$ cat src/assert_macros.svh
// assertion macros shared by the rtl
`ifndef ASSERT_MACROS_SVH
`define ASSERT_MACROS_SVH

`ifndef SYNTH

`define RTC_ASSERT(lbl, clk, rst, prop) \
   lbl: assert property (@(posedge clk) disable iff (rst) prop) \
      else $error("assertion failed");

`define RTC_NEVER(lbl, clk, rst, expr) \
   lbl: assert property (@(posedge clk) disable iff (rst) !(expr)) \
      else $error("forbidden condition seen");

`else

`define RTC_ASSERT(lbl, clk, rst, prop)

`define RTC_NEVER(lbl, clk, rst, expr)

`endif

`endif

$ cat src/rtc_pkg.sv
package rtc_pkg;

   localparam int FRAC_BITS = 16;
   localparam int MAX_STEPS = 256;

   localparam int DATA_W  = 32;
   localparam int INT_W   = 31;
   localparam int SPUD_W  = 7;
   localparam int STEP_W  = $clog2(MAX_STEPS + 1);
   localparam int CSR_IDX_W = 4;

   localparam int NPROD_W = INT_W + SPUD_W;
   localparam int NRAW_W  = NPROD_W - FRAC_BITS;

   localparam int DIV_CNT_W = $clog2(INT_W + 1);

   localparam int DIFF_W  = DATA_W + 1;
   localparam int PROD_W  = INT_W + 1 + DIFF_W;
   localparam int DELTA_W = PROD_W - FRAC_BITS;
   localparam int SUM_W   = DELTA_W + 1;

   localparam logic [CSR_IDX_W-1:0] REG_SATURATE_DEPTH = CSR_IDX_W'(0);
   localparam logic [CSR_IDX_W-1:0] REG_STEPS_PER_UNIT = CSR_IDX_W'(1);

   localparam logic [INT_W-1:0]  SATURATE_RESET = INT_W'(10 << FRAC_BITS);
   localparam logic [SPUD_W-1:0] STEPS_RESET    = SPUD_W'(20);

   typedef struct packed {
      logic busy;
      logic done;
   } div_status_type;

endpackage

$ cat src/rtc_div.sv
module rtc_div (
   input  logic                          clock,
   input  logic                          reset,
   input  logic                          start,
   input  logic [rtc_pkg::INT_W-1:0]     dividend,
   input  logic [rtc_pkg::STEP_W-1:0]    divisor,
   output logic [rtc_pkg::INT_W-1:0]     quotient,
   output rtc_pkg::div_status_type       status
);
   import rtc_pkg::*;

   logic [DIV_CNT_W-1:0] count_ff, count_in;
   logic                 done_ff, done_in;
   logic [STEP_W-1:0]    rem_ff, rem_in;
   logic [INT_W-1:0]     quo_ff, quo_in;
   logic [STEP_W:0]      shifted;
   logic                 fits;

   // restoring division, one quotient bit per cycle
   assign shifted = {rem_ff, quo_ff[INT_W-1]};
   assign fits    = shifted >= {1'b0, divisor};

   always_comb begin
      count_in = count_ff;
      done_in  = 1'b0;
      rem_in   = rem_ff;
      quo_in   = quo_ff;
      if (start) begin
         count_in = DIV_CNT_W'(INT_W);
         rem_in   = '0;
         quo_in   = dividend;
      end else if (count_ff != '0) begin
         count_in = count_ff - 1'b1;
         done_in  = (count_ff == DIV_CNT_W'(1));
         rem_in   = fits ? STEP_W'(shifted - {1'b0, divisor}) : shifted[STEP_W-1:0];
         quo_in   = {quo_ff[INT_W-2:0], fits};
      end
   end

   always_ff @(posedge clock) begin
      if (reset) begin
         count_ff <= '0;
         done_ff  <= 1'b0;
      end else begin
         count_ff <= count_in;
         done_ff  <= done_in;
      end
   end

   always_ff @(posedge clock) begin
      rem_ff <= rem_in;
      quo_ff <= quo_in;
   end

   assign quotient    = quo_ff;
   assign status.busy = count_ff != '0;
   assign status.done = done_ff;

endmodule

$ cat config.mk
export PLATFORM = sky130hd
export DESIGN_NAME = rtc_div
export DESIGN_NICKNAME = d
export VERILOG_FILES = /design/src/assert_macros.svh /design/src/rtc_pkg.sv /design/src/rtc_div.sv
export SDC_FILE = /design/constraint.sdc
export NUM_CORES = 1
export LEC_CHECK = 0
export ABC_AREA = 1
export BUFFER_PORTS_ARGS = -buffer_cell sky130_fd_sc_hd__buf_2
export CORE_MARGIN = 2
export CORE_UTILIZATION = 40
export DETAILED_ROUTE_END_ITERATION = 8
export GPL_ROUTABILITY_DRIVEN = 0
export MAX_ROUTING_LAYER = met4
export PLACE_DENSITY = 0.75
export SLEW_MARGIN = 10
export SYNTH_ARGS = -nofsm -noshare
export SYNTH_HDL_FRONTEND = slang
export SYNTH_SLANG_ARGS = --single-unit
$ cat constraint.sdc
create_clock -name clock -period 2.3 [get_ports clock]
set_input_delay 0.23 -clock clock [delete_from_list [all_inputs] [get_ports clock]]
set_output_delay 0.23 -clock clock [all_outputs]
set_load 0.005 [all_outputs]
## Word level (Yosys, flattened, before mapping)

Index checks and enable logic that the tools add are counted.

| word-level totals | value |
|---|---|
| register bits after elaboration | 46 |
| input bits | 43 |
| output and inout port bits | 33 |

| operators by class | value |
|---|---|
| $add $sub $neg | 2 |
| magnitude comparators | 1 |
| equality and inequality tests | 1 |
| muxes and demuxes | 5 |
| bitwise gates (word level) | 1 |
| reductions and logical operators | 3 |

Operators by type and width:

| kind | number |
|---|---|
| $mux 31 | 2 |
| $ge 10x9->1 | 1 |
| $mux 5 | 2 |
| $mux 9 | 1 |
| $sub 9x9->9 | 1 |
| $eq 5x1->1 const B | 1 |
| $reduce_bool 5->1 | 1 |
| $sub 5x1->5 const B | 1 |
| $reduce_or 3->1 | 1 |
| $reduce_bool 2->1 | 1 |
| $not 1->1 | 1 |

## Longest topological paths before layout

Gate-level depths: netlist of run 1.

| logic depth | value |
|---|---|
| depth after elaboration | 3 |
| gate-level depth with buffers | 13 |

## Worst setup path after synthesis of run 1

No wires, ideal clock.

| path | value |
|---|---|
| kind | reg2reg |
| start point | reg quo_ff[30], in the netlist quotient[30] |
| end point | reg quo_ff[0], in the netlist quotient[0] (data pin) |
| library setup time | 0.259 ns |
| data arrival time | 1.591 ns |
| required time | 2.041 ns |
| path slack | 0.450 ns |
| cell stages (with the launch flop) | 11 |
| buffers on the path | 0 |
| cell sequence | edfxtp_1 -> inv_1 -> ha_1 -> inv_1 -> fa_1 -> nand3_2 -> nor2_2 -> nor2_2 -> nand2_4 -> nand2_4 -> o21ai_1 |

| between the ends | value |
|---|---|
| word-level cells in the longest chain between the ends | 3 |

Ends and longest elaborated chain:

| what | line | text |
|---|---|---|
| from (decl) | rtc_div.sv:15 | `logic [INT_W-1:0] quo_ff, quo_in;` |
| from (signal assigned) | rtc_div.sv:52 | `quo_ff <= quo_in;` |
| $ge 10x9->1 | rtc_div.sv:21 | `assign fits = shifted >= {1'b0, divisor};` |
| $mux 31 | rtc_div.sv:32 | `end else if (count_ff != '0) begin` |
| $mux 31 | rtc_div.sv:28 | `if (start) begin` |
| via quo_in[0] | rtc_div.sv:15 |  |

The timed path passes the listed nets, and every way through them passes these cells. The select of a mux whose other input is x is not followed.
A chain may end at the register's enable or synchronous reset.

## Worst setup path in the final report of run 1

| path | value |
|---|---|
| start point | reg quo_ff[30], in the netlist quotient[30] |
| end point | reg rem_ff[6] |

| between the ends | value |
|---|---|
| word-level cells in the longest chain between the ends | 2 |
| elaborated cells on any way between the ends | 3 |
| classes of those cells | add/sub (1); order compare (1); mux (1) |

Ends and longest elaborated chain:

| what | line | text |
|---|---|---|
| $sub 9x9->9 / $ge 10x9->1 (equally long branches) | rtc_div.sv:35, rtc_div.sv:21 |  |
| $mux 9 (*) | rtc_div.sv:35 | `rem_in = fits ? STEP_W'(shifted - {1'b0, divisor}) : shifted[STEP_W-1:0];` |
| to (signal assigned) | rtc_div.sv:51 | `rem_ff <= rem_in;` |
| to (decl) | rtc_div.sv:14 | `logic [STEP_W-1:0] rem_ff, rem_in;` |

Every way passes the cells marked *; elsewhere a longest branch is shown, timed or not.

==> out/qor.txt, run 1 <==
==================================================================================================
Count of inserted antenna diode cells                                                            0
Highest-count cells in the layout ignoring fill and taps                              sky130_fd_sc_hd__nand2_1 (167), sky130_fd_sc_hd__buf_2 (75), sky130_fd_sc_hd__inv_1 (46)
Wirelength, routed                                                                         5890 µm
Number of optimization iterations in the first detailed-route pass                               4
Number of flip-flops and latches in the synthesized netlist                                     46
Proportion of layout cells with a drive suffix above 1                                       0.244
Total global-route track usage                                                               0.162
Starting density of the core                                                                 0.420
Gate count of the mapped netlist                                                               362
Width of the die                                                                           86.1 µm
Power Dens Cells                                                                        933 nW/µm²
Port bufs                                                                                       75
Final min period                                                                           1.99 ns
Total of warnings raised by yosys                                                                0
Net count after synthesis                                                                      418
Number of placed I/O pins                                                                       76
Count of final max-slew check failures                                                           0
Average routed wire per standard cell                                                      11.4 µm
Maximum root-to-sink buffer count                                                                2
Post-route clock skew                                                                   0.00584 ns
Finished Cell Area                                                                        3280 µm²
Endpoint of the most critical register-to-register path                               rem_ff[6]$_SDFFE_PP0P_
Core ar.                                                                                  6420 µm²
Worst reg2reg setup slack                                                                  0.31 ns
Via count of the first global-routing pass                                                    2117
Buffer type at the clock tree root                                                    sky130_fd_sc_hd__clkbuf_8
Static Leak                                                                                1.83 nW
Total overflow reported by the global router                                                     0
Longest individual stage delay on the worst path                                           0.44 ns
Sort of element at the end of the critical path                                           register
Most common library cell in the layout ignoring fill and taps                         sky130_fd_sc_hd__nand2_1
Worst voltage drop across the vdd grid                                                  0.000296 V
Total Power Consumption                                                                    3.06 mW
Growth of design area from synthesis to finish                                               21.8%
Arrival time worst endpoint                                                                2.18 ns
Number of buffers created by CTS                                                                 5
Launch point of the worst hold path                                                          reset
Final setup vio count                                                                            0
Tcrit/Tclk final                                                                             0.865
Reg-to-reg critical path startpoint                                                   quotient[30]$_DFFE_PP_
Total number of H-tree levels                                                                    2
Max FO, Critical Path                                                                            4
Maximum achievable frequency                                                               502 MHz
Most repeated library cell on the critical path                                       sky130_fd_sc_hd__nand2_1
Remaining number of nets flagged by the antenna check after routing                              0
Sequential cell area fraction in the yosys report                                            0.456
Distinct cell type count after synthesis                                                        29
Fin nets                                                                                       495
Critical path launch point type                                                           register
Antenna violations before repair                                                                 0
Slew HR                                                                                      0.628
DRC marker count from the first detailed-route iteration                                        90
Worst setup path class                                                                register to register
Max-capacitance violation count                                                                  0
Post-CTS Repair Setup Buffers                                                                    0
DRC errors left                                                                                  0
Status                                                                                complete, no violations
Worst path top cell family by delay                                                   simple AND/OR/NAND/NOR gates
Synthesized cell area                                                                     2700 µm²
Required time at the worst-slack endpoint                                                  2.49 ns
Buffers and inverters on the worst path                                                          2
End point of the worst hold path                                                      count_ff[0]$_SDFFE_PP0P_
Slowest cell on the critical path                                                     sky130_fd_sc_hd__fa_1
Critical path cell sequence                                                           inv_1, ha_1, inv_1, fa_1, nand3_2, nor2_2, nand2_1, nand2_1, nor2_1, nand3_1, nand3_1, nand2_1
Number of hold violations in the final report                                                    0
CTS resizes                                                                                      0
Sum of net half-perimeters after detailed placement                                        4530 µm
TritonCTS clock tree                                                                          done
Die Ht                                                                                     86.1 µm
Worst min-delay path category                                                         primary input to register
Post-cts hold buffer count                                                                       0
Setup TNS                                                                                     0 ns
# clock sinks                                                                                   46
Number of vias per cell                                                                       4.69
Count of standard-cell rows                                                                     29
Setup repair after global routing missed its margin                                          false
Clock latency at the later pin of the worst-skew pair                                      0.30 ns
Tightest Pin Transition                                                                   0.558 ns
Maximum number of pins on one net before global-route repair                                    25
Synthesized area divided by synthesized cell count                                        7.45 µm²
Clock transition time at the flip-flop clock pins of the worst setup and hold paths        0.08 ns
Global-route wire length before repair                                                     9380 µm
Area post-placement                                                                       3170 µm²
Die Area                                                                                  7420 µm²
Worst Reg-to-Reg Cells                                                                          12
Number of vias in the routed layout                                                           2420
Number of cells on the worst hold path                                                           2
==================================================================================================
## layer usage
layer	share of wire	global-route usage	vias up
met5	0	-	-
met4	0.016	0.0433	0
met3	0.046	0.0385	10
met2	0.47	0.257	57
met1	0.47	0.209	1075
li1	-	-	1278
## state kept, by name, summed over array words and instances, names as in the netlist
name      cells
done_ff       1
rem_ff        9
count_ff      5
quotient     31
## cell usage after synthesis
cell,n,share of area
sky130_fd_sc_hd__inv_1,46,0.064
sky130_fd_sc_hd__xnor2_1,1,0.0032
sky130_fd_sc_hd__nand4_1,3,0.0070
sky130_fd_sc_hd__clkbuf_1,3,0.0042
sky130_fd_sc_hd__fa_1,1,0.0074
sky130_fd_sc_hd__edfxtp_1,31,0.35
sky130_fd_sc_hd__xor2_1,1,0.0032
sky130_fd_sc_hd__a221oi_1,1,0.0032
sky130_fd_sc_hd__nor2_1,13,0.018
sky130_fd_sc_hd__nor2_2,5,0.012
sky130_fd_sc_hd__nor3_2,1,0.0037
sky130_fd_sc_hd__nand2_1,167,0.23
sky130_fd_sc_hd__buf_4,1,0.0028
sky130_fd_sc_hd__a21oi_1,7,0.013
sky130_fd_sc_hd__nor3b_1,1,0.0028
sky130_fd_sc_hd__nand2_4,3,0.013
sky130_fd_sc_hd__nand3b_1,2,0.0056
sky130_fd_sc_hd__o21ai_0,2,0.0037
sky130_fd_sc_hd__dfxtp_1,15,0.11
sky130_fd_sc_hd__buf_2,2,0.0037
sky130_fd_sc_hd__ha_1,12,0.056
sky130_fd_sc_hd__o21ai_1,1,0.0019
sky130_fd_sc_hd__nand3_2,2,0.0074
sky130_fd_sc_hd__nand3_1,26,0.048
sky130_fd_sc_hd__nand2_2,5,0.012
sky130_fd_sc_hd__buf_1,3,0.0042
sky130_fd_sc_hd__inv_2,5,0.0070
sky130_fd_sc_hd__nor3_1,1,0.0019
sky130_fd_sc_hd__o211a_1,1,0.0037
## final cells by class
cell class | count | area, µm²
fill | 601 | 3140
multi-input combinational | 256 | 1230
sequential | 46 | 1230
timing repair buffer | 79 | 418
inverter | 51 | 191
tap | 77 | 96.3
clock buffer | 6 | 82.6
clock inverter | 1 | 30.0
## kinds of logic after synthesis
logic type      count (synthesis)  share of synthesized area
compound gates                 12                     0.0255
xor+xnor                        2                    0.00649
fa+ha+maj                      13                     0.0631
buf+inv                        60                     0.0858
flops                          46                      0.456
simple gates                  229                      0.363
## through the flow
stage | std cells | hold WS, ns | setup WS (ns) | util
2_1_floorplan | 362 | 0.299 | 0.450 | -
3_3_place_gp | 509 | 0.445 | 0.403 | 0.494
3_5_place_dp | 509 | 0.455 | 0.310 | 0.494
4_1_cts | 516 | 0.140 | 0.307 | 0.511
5_1_grt | 516 | 0.135 | 0.0975 | 0.511
6_report | 516 | 0.147 | 0.309 | 0.511
## worst max path at each step
stage	startpoint	end	slack [ns]	cells after the start
CTS	quotient[30]$_DFFE_PP_	rem_ff[6]$_SDFFE_PP0P_	0.31	12
detailed placement	quotient[30]$_DFFE_PP_	rem_ff[6]$_SDFFE_PP0P_	0.31	12
floorplan	quotient[30]$_DFFE_PP_	quotient[0]$_DFFE_PP_	0.45	10
global route	quotient[30]$_DFFE_PP_	rem_ff[6]$_SDFFE_PP0P_	0.1	12
global placement	quotient[30]$_DFFE_PP_	quotient[0]$_DFFE_PP_	0.40	10
finish	quotient[30]$_DFFE_PP_	rem_ff[6]$_SDFFE_PP0P_	0.31	12
## worst reg2reg max path, cell delays in order, from the launching register on
cell,delay (ns)
sky130_fd_sc_hd__edfxtp_1,0.40
sky130_fd_sc_hd__inv_1,0.09
sky130_fd_sc_hd__ha_1,0.14
sky130_fd_sc_hd__inv_1,0.07
sky130_fd_sc_hd__fa_1,0.44
sky130_fd_sc_hd__nand3_2,0.12
sky130_fd_sc_hd__nor2_2,0.06
sky130_fd_sc_hd__nand2_1,0.06
sky130_fd_sc_hd__nand2_1,0.04
sky130_fd_sc_hd__nor2_1,0.22
sky130_fd_sc_hd__nand3_1,0.11
sky130_fd_sc_hd__nand3_1,0.11
sky130_fd_sc_hd__nand2_1,0.05
## power by group
part           leakage [nW]  switching (mW)  internal [mW]
combinational          1.31           0.808          0.484
sequential            0.462           0.110           1.06
clock                0.0573           0.255          0.348
No activity file was read; power rests on OpenSTA's default activity.
==> inputs of run 2 (changes only) <==
--- a/config.mk
+++ b/config.mk
@@ -6,13 +6,14 @@
 export NUM_CORES = 1
 export LEC_CHECK = 0
 export ABC_AREA = 1
-export BUFFER_PORTS_ARGS = -buffer_cell sky130_fd_sc_hd__buf_2
+export BUFFER_PORTS_ARGS = -buffer_cell sky130_fd_sc_hd__clkbuf_2
 export CORE_MARGIN = 2
 export CORE_UTILIZATION = 40
 export DETAILED_ROUTE_END_ITERATION = 8
 export GPL_ROUTABILITY_DRIVEN = 0
 export MAX_ROUTING_LAYER = met4
-export PLACE_DENSITY = 0.75
+export PLACE_DENSITY = 0.77
+export SKIP_CTS_REPAIR_TIMING = 1
 export SLEW_MARGIN = 10
 export SYNTH_ARGS = -nofsm -noshare
 export SYNTH_HDL_FRONTEND = slang
==> constraint.sdc (replaced) <==
create_clock -name clock -period 1.8 [get_ports clock]
set_input_delay 0.18 -clock clock [delete_from_list [all_inputs] [get_ports clock]]
set_output_delay 0.18 -clock clock [all_outputs]
set_load 0.005 [all_outputs]
==> out/qor.txt, run 2 (synthesis gave the netlist of run 1 again) <==
==================================================================================================
Worst setup path class                                                                register to register
Clock latency at the later pin of the worst-skew pair                                      0.30 ns
Maximum root-to-sink buffer count                                                                2
Area taken by multi-input logic gates                                                     1350 µm²
Count of final max-slew check failures                                                           0
Total global-route track usage                                                               0.164
Number of vias in the routed layout                                                           2452
Post-Place Setup Slack                                                                  -0.0117 ns
Starting density of the core                                                                 0.420
Endpoint of the most critical register-to-register path                               quotient[0]$_DFFE_PP_
Count of standard-cell rows                                                                     29
Global-route wire length before repair                                                     9560 µm
Buffer type at the clock tree root                                                    sky130_fd_sc_hd__clkbuf_8
Growth of design area from synthesis to finish                                               27.3%
Final setup vio count                                                                            0
Hold Worst Slack                                                                         0.0883 ns
Fin nets                                                                                       500
Via count of the first global-routing pass                                                    2279
Number of buffers created by CTS                                                                 5
Worst Reg-to-Reg Cells                                                                          10
Worst min-delay path category                                                         primary input to register
Total number of H-tree levels                                                                    2
Port bufs                                                                                       75
Status                                                                                complete, no violations
Arrival time worst endpoint                                                                1.83 ns
Clock transition time at the flip-flop clock pins of the worst setup and hold paths        0.08 ns
Critical path launch point type                                                           register
Worst voltage drop across the vdd grid                                                  0.000445 V
End point of the critical path                                                        quotient[0]$_DFFE_PP_
Max-capacitance violation count                                                                  0
Static Leak                                                                                1.88 nW
Most common library cell in the layout ignoring fill and taps                         sky130_fd_sc_hd__nand2_1
Number of hold violations in the final report                                                    0
Wirelength, routed                                                                         6050 µm
Core ar.                                                                                  6420 µm²
Highest-count cells in the layout ignoring fill and taps                              sky130_fd_sc_hd__nand2_1 (160), sky130_fd_sc_hd__clkbuf_2 (75), sky130_fd_sc_hd__inv_1 (43)
Antenna violations before repair                                                                 0
Sum of net half-perimeters after detailed placement                                        4550 µm
Required time at the worst-slack endpoint                                                  1.85 ns
Filler cell count in the final layout                                                          583
Critical path cell sequence                                                           inv_2, ha_4, inv_2, fa_2, nand3_4, nor2_4, nor2_4, nand2_4, nand2_8, o21ai_2
Number of flip-flops under the largest register name                                            31
Worst reg2reg setup slack                                                                  0.01 ns
Max FO, Critical Path                                                                            6
TritonCTS clock tree                                                                          done
Reg-to-reg critical path startpoint                                                   quotient[30]$_DFFE_PP_
Tcrit/Tclk final                                                                             0.992
Number of placed I/O pins                                                                       76
Count of inserted antenna diode cells                                                            0
Final min period                                                                           1.79 ns
Maximum number of pins on one net before global-route repair                                    33
Slowest cell on the critical path                                                     sky130_fd_sc_hd__edfxtp_1
Total overflow reported by the global router                                                     0
Power Dens Cells                                                                       1220 nW/µm²
Worst Setup Slack, final                                                                 0.0138 ns
DRC errors left                                                                                  0
# clock sinks                                                                                   46
Maximum achievable frequency                                                               560 MHz
Die Area                                                                                  7420 µm²
Average routed wire per standard cell                                                      11.6 µm
Storage cell area                                                                         1230 µm²
Slew HR                                                                                      0.696
Number of vias per cell                                                                       4.70
Proportion of layout cells with a drive suffix above 1                                       0.301
Die Ht                                                                                     86.1 µm
Tightest Pin Transition                                                                   0.455 ns
Post-route clock skew                                                                   0.00854 ns
Width of the die                                                                           86.1 µm
Longest individual stage delay on the worst path                                           0.40 ns
Sort of element at the end of the critical path                                           register
Worst Setup SP                                                                        quotient[30]$_DFFE_PP_
Number of optimization iterations in the first detailed-route pass                               4
Setup repair after global routing missed its margin                                           true
DRC marker count from the first detailed-route iteration                                       105
Remaining number of nets flagged by the antenna check after routing                              0
==================================================================================================
[run 2: metrics by stage]
step	power [mW]	TNS, ns	instances	util	cell area [µm²]
global route	4.52	-0.781	522	0.535	3430
global placement	3.13	0	513	0.498	3200
floorplan	2.72	0	362	-	2700
finish	4.18	0	522	0.535	3430
detailed placement	3.18	-0.0242	513	0.498	3200
CTS	3.96	-0.116	521	0.515	3310
[run 2: area by class of cell]
type                       instances  area share
sequential                        46       0.359
tap                               77      0.0281
inverter                          51      0.0569
timing repair buffer              84       0.131
clock inverter                     3      0.0128
clock buffer                       5      0.0200
multi-input combinational        256       0.392
[run 2: report_power, final]
part           internal (mW)  total (mW)  switching (mW)  leakage [nW]
combinational          0.731        1.92            1.18          1.36
sequential              1.35        1.50           0.148         0.462
clock                  0.416       0.763           0.347        0.0585
[run 2: per-layer routing]
metal	routed length, µm	GRT usage	up-vias
met3	239	0.0298	13
met5	0	-	-
met2	2950	0.276	55
met4	133	0.0649	0
li1	-	-	1289
met1	2730	0.193	1095
[run 2: how the worst min path moves through the flow]
stage,slack [ns],cells after the start,end,start
after floorplan,0.25,1,count_ff[0]$_SDFFE_PP0P_,reset
after global placement,0.40,2,count_ff[0]$_SDFFE_PP0P_,reset
after detailed placement,0.41,2,count_ff[0]$_SDFFE_PP0P_,reset
after CTS,0.09,2,count_ff[0]$_SDFFE_PP0P_,reset
after global routing,0.10,2,count_ff[0]$_SDFFE_PP0P_,reset
final,0.09,2,count_ff[0]$_SDFFE_PP0P_,reset
[run 2: worst max-delay path, delay by kind of cell, from the launching register on]
kind,cells,cell delay [ns]
adder cells (fa/ha/maj),2,0.50
AND/OR/NAND/NOR,5,0.45
flip-flops,1,0.40
buffers and inverters,2,0.14
AO/OA/AOI/OAI,1,0.05
